File: src/rtl/thm_pkg.sv
// Package for the tag Hamming-one matcher: shared constants, codes and the
// control struct that travels down the cell chain. No dependencies.

package thm_pkg;

  // Default sizes of the tag table.
  localparam int DEF_TAG_BASES   = 15;
  localparam int DEF_TABLE_DEPTH = 64;

  // Fixed field widths of the channels.
  localparam int FUNC_W   = 1;
  localparam int IDX_W    = 6;
  localparam int BASES_W  = 45;
  localparam int STATUS_W = 2;
  localparam int CNT_W    = 7;

  // Base code for N, the only legal code above T.
  localparam logic [2:0] BASE_N = 3'd4;

  typedef enum logic [FUNC_W-1:0] {
    FN_LOAD   = 1'b0,
    FN_LOOKUP = 1'b1
  } func_t;

  typedef enum logic [STATUS_W-1:0] {
    ST_OK       = 2'd0,
    ST_BAD_BASE = 2'd1,
    ST_LOAD_N   = 2'd2
  } status_t;

  // Control and partial result carried by one beat through the chain.
  typedef struct packed {
    logic             vld;
    logic             lookup;
    logic             wr;
    logic [IDX_W-1:0] entry;
    logic             found;
    logic [IDX_W-1:0] idx;
    status_t          status;
  } ctl_t;

endpackage

File: src/rtl/thm_cell.sv
// One cell of the matcher chain: holds one stored tag, writes it on a load
// addressed to it and compares passing queries against it. Uses thm_pkg.

module thm_cell #(
  parameter int TAG_BASES = thm_pkg::DEF_TAG_BASES,
  parameter int CELL_IDX  = 0
) (
  input  logic                      clk,
  input  logic                      rst_n,
  input  logic                      en,
  input  logic [thm_pkg::CNT_W-1:0] tag_count,
  input  thm_pkg::ctl_t             ctl_i,
  input  logic [3*TAG_BASES-1:0]    query_i,
  output thm_pkg::ctl_t             ctl_o,
  output logic [3*TAG_BASES-1:0]    query_o
);
  import thm_pkg::*;

  localparam int QW = 3 * TAG_BASES;
  localparam int SW = 2 * TAG_BASES;
  localparam bit ADDRESSABLE = CELL_IDX < (1 << IDX_W);
  localparam logic [IDX_W-1:0] MY_IDX = IDX_W'(CELL_IDX);

  logic [SW-1:0]        tag_r;
  logic [SW-1:0]        packed_tag;
  logic [QW-1:0]        query_r;
  logic                 vld_r;
  ctl_t                 ctl_r;
  ctl_t                 ctl_nxt;
  logic [TAG_BASES-1:0] miss;
  logic                 hit;
  logic                 in_use;
  logic                 wr_here;

  // Per-base compare; an N in the query never equals a stored base.
  always_comb begin
    for (int p = 0; p < TAG_BASES; p++) begin
      miss[p]           = query_i[3*p +: 3] != {1'b0, tag_r[2*p +: 2]};
      packed_tag[2*p +: 2] = query_i[3*p +: 2];
    end
    hit     = (miss & (miss - TAG_BASES'(1))) == '0;
    in_use  = int'(tag_count) > CELL_IDX;
    wr_here = ADDRESSABLE && ctl_i.vld && ctl_i.wr && (ctl_i.entry == MY_IDX);
  end

  // A later cell overwrites an earlier hit, so the highest index wins.
  always_comb begin
    ctl_nxt = ctl_i;
    if (ctl_i.vld && ctl_i.lookup && in_use && hit) begin
      ctl_nxt.found = 1'b1;
      ctl_nxt.idx   = MY_IDX;
    end
  end

  // Beat valid bit.
  always_ff @(posedge clk) begin
    if (!rst_n) begin
      vld_r <= 1'b0;
    end else if (en) begin
      vld_r <= ctl_nxt.vld;
    end
  end

  // Beat payload and stored tag.
  always_ff @(posedge clk) begin
    if (en) begin
      ctl_r   <= ctl_nxt;
      query_r <= query_i;
      if (wr_here) begin
        tag_r <= packed_tag;
      end
    end
  end

  always_comb begin
    ctl_o     = ctl_r;
    ctl_o.vld = vld_r;
  end

  assign query_o = query_r;

endmodule

File: config.mk
export PLATFORM = sky130hd
export DESIGN_NAME = thm_cell
export DESIGN_NICKNAME = d
export VERILOG_FILES = /design/src/rtl/thm_pkg.sv /design/src/rtl/thm_cell.sv
export SDC_FILE = /design/constraint.sdc
export NUM_CORES = 1
export LEC_CHECK = 0
export ABC_AREA = 1
export BUFFER_PORTS_ARGS = -buffer_cell sky130_fd_sc_hd__buf_2
export CAP_MARGIN = 20
export CORE_UTILIZATION = 45
export CTS_CLUSTER_SIZE = 16
export DETAILED_ROUTE_END_ITERATION = 8
export PLACE_DENSITY_LB_ADDON = 0.05
export SLEW_MARGIN = 20
export SYNTH_ARGS = -nofsm -noshare
export SYNTH_HDL_FRONTEND = slang
export SYNTH_SLANG_ARGS = --single-unit
File: constraint.sdc
create_clock -name clk -period 2.5 [get_ports clk]
set_clock_uncertainty 0.15 [all_clocks]
set_input_delay 0.125 -clock clk [delete_from_list [all_inputs] [get_ports clk]]
set_output_delay 0.125 -clock clk [all_outputs]
set_load 0.02 [all_outputs]
==> results.toml <==
[clock_network]
cts_tree = "yes"
cts_sinks = 93
cts-htree-levels = 3
tritoncts.num_buffers = 9
clkTransAtPathRegs_ns = 0.09
cts_root_buf = "clkbuf_8"
cts_post_setup_buffers_inserted = 0
clockBufferDepth = 2
cts_resized = 0
worstSkewPairLatency_ns = 0.35
hold_buffers = 64

[grt]
antenna_found_initial = 0
grtUsageTotal_pct = 18.2
grt_max_degree = 64
overflow = 0
grt_pass1_vias = 2704
grt_pass1_wl_um = 12100

[setup_path]
path_buf_inv = 5
end_kind = "flop"
r2r-start = "tag_r[13]"
timing.rr.end = "ctl_o[3]"
crit_type = "in -> reg"
critPathMostFrequentCell = "nand2_1"
cp_slowest_cell = "dlygate4sd3_1"
required_ns = 2.46
path_cells = "dlygate4sd3_1, buf_2, inv_1, nand2_1, nand2_1, inv_1, nor2_1, nand2_1, nor2_1, nand3_1, nand2_1, nand2_1, inv_1, nand3_2, nor2_4, nor2_1"
crit_path_max_incr_delay_ns = 0.53
path_max_fanout = 6
worst_ep_arrival_time_ns = 2.06
reg2regPathDepth = 11
cp_top_family = "simple AND/OR/NAND/NOR gates"
rrSetupSlack_ns = 0.43
start_kind = "input port"
critical_path.startpoint = "query_i[10]"
cp_num_cells = 16

[sta]
worst_slew_pin_slew_ns = 0.770
period_minus_slack_ns = 2.10
grt_setup_unrepaired = "no"
setup-tns-final_ns = 0
slew_viol_final = 0
fin_crit_sh_pct = 83.9
finalHoldViolCount = 0
max_freq_mhz = 477
setup_ws_ns = 0.402
max-slew-margin-rel_pct = 48.7
setup_violations = 0

[synth]
synth.largest_area_cell = "edfxtp_1"
synth_edf_count = 92
synth_nets = 387
yosysMostFrequentCell = "edfxtp_1"
synth_ff_type = "edfxtp_1"
synth_area_leaders = "edfxtp_1 (73%), nand2_1 (6.7%), inv_1 (6.3%)"
yosys_warnings = 0
synthAdderAreaFrac_pct = 0
synth-seq-cells = 93
seq_area_frac_synth_pct = 73.5
synth_top_family_by_area = "simple AND/OR/NAND/NOR gates"
synth_cells = 314
synth_area_um2 = 3790
yosys.area_share.simple_pct = 15.6
ys_async_sr_fraction_pct = 0
synth.distinct_cells = 27
synth-xor-area-share_pct = 1.85
yosys-top-cells-count = "edfxtp_1 (92), nand2_1 (68), inv_1 (64), nor2_1 (29), nand3_1 (14)"
synth.avg_cell_area_um2 = 12.1
muxShareOfSynthArea_pct = 0
synth.top_cell.area_share_pct = 72.9
synth_compound_area_share_pct = 2.54

[power]
ir_drop_uv = 397
finalPower_mw = 3.25
combPwrFrac_pct = 13.2
p_sw_share_pct = 24.4
clockPowerShare_pct = 30.8
switchingPower_mw = 0.792
p_per_area_nw_per_um2 = 596
sequentialPowerShare_pct = 56.1
p_leak_nw = 2.45
p_int_mw = 2.46

[routing]
drtIter0Drc = 95
drc_errors = 0
wl_per_cell_um = 12.4
firstDrtPassIters = 4
viasPerCell = 4.49
ant_nets = 0
num_vias = 2850
routed_wl_um = 7850

[floorplan]
rows = 33
initial_core_util_pct = 46.3
core-area_um2 = 8180
io_pins = 136
die_w_um = 93.7
dieArea_um2 = 8790
dieHeight_um = 93.7

[placement]
pre_cts_ws_ns = 0.451
dp_hpwl_um = 5190
port_buffers = 135
place.gp.congestion = 0.787
dpl_cell_area_um2 = 4610

[final_layout]
drive_gt1_share_pct = 31.1
final_cell_area_um2 = 5450
final_core_util_pct = 66.6
multiInputGateArea_um2 = 764
syn2layout_area_growth_pct = 43.8
final_nets = 598
n_antenna_cell = 0
filler_cell_count = 647
seqCellArea_um2 = 2780

[min_path]
min_path_type = "in -> reg"
whs_path_depth = 7
worstHoldStart = "ctl_i[17]"
hold_end = "ctl_o[8]"

[flow_run]
cap_viol_max_count = 0

[outcome]
status = "finished clean"
## cell usage in the layout, fill, tap and decap left out, drive strengths merged
cell	synthesis	routed
a2111o	1	1
a21boi	1	1
a21oi	6	6
buf	1	137
bufinv	0	1
clkbuf	0	9
clkinv	0	3
clkinvlp	0	1
dfxtp	1	1
dlygate4sd3	0	64
edfxtp	92	92
inv	64	66
nand2	71	71
nand3	16	16
nand3b	6	6
nand4	2	2
nor2	34	34
nor3	1	1
nor4	2	2
o211ai	2	2
o21ai	3	3
o21bai	1	1
o22ai	1	1
or2	1	1
xnor2	2	2
xor2	6	6
## how the worst max path moves through the flow
stage / end / slack [ns]
floorplan: tag_r[0] / 0.17
global placement: ctl_o[5] / 0.49
detailed placement: ctl_o[3] / 0.45
CTS: ctl_o[3] / 0.41
global route: ctl_o[3] / 0.20
finish: ctl_o[3] / 0.40
## tightest hold or removal path, stage by stage
cell and delay, ns:
buf_2 0.12, nand2_1 0.05, a21oi_1 0.05, nand3_1 0.09
nor2_2 0.04, nand3_2 0.09, o21bai_1 0.07
## sequential cells by signal, indices dropped and copies added, names as in the netlist
signal	cells
query_o	45
tag_r	30
ctl_o	17
vld_r	1
## logic make-up after synthesis
family / Yosys count
xor gates and xnor gates: 8
DFF: 93
and+or+nand+nor: 133
AOI/OAI and AO/OA: 15
buffers and inverters: 65
## metrics by stage
step	hold slack, ns	cells
floorplan	0.0739	314
global placement	0.158	555
detailed placement	0.156	555
CTS	0.300	635
global route	0.340	635
finish	0.295	635
## power by group through the flow
stage	Sequential, mW	Combinational (mW)	Clock (mW)
detailed placement	1.86	0.352	0
finish	1.82	0.427	0.999
global route	1.83	0.464	1.08
floorplan	1.97	0.0561	0
CTS	1.82	0.430	1.02
global placement	1.86	0.347	0
## cell type report
type,count,share of cell area (%)
clock buffer,9,2.27
clock inverter,7,1.33
inverter,64,4.41
multi-input combinational,156,14.0
sequential,93,51.1
tap,105,2.41
timing repair buffer,201,24.4
## routing by layer
metal | GRT usage, % | routed length [um]
met5 | 0 | 0
met4 | 7.44 | 100
met3 | 3.40 | 442
met2 | 30.8 | 3880
met1 | 22.8 | 3430
Power figures use the tool's default switching activity.
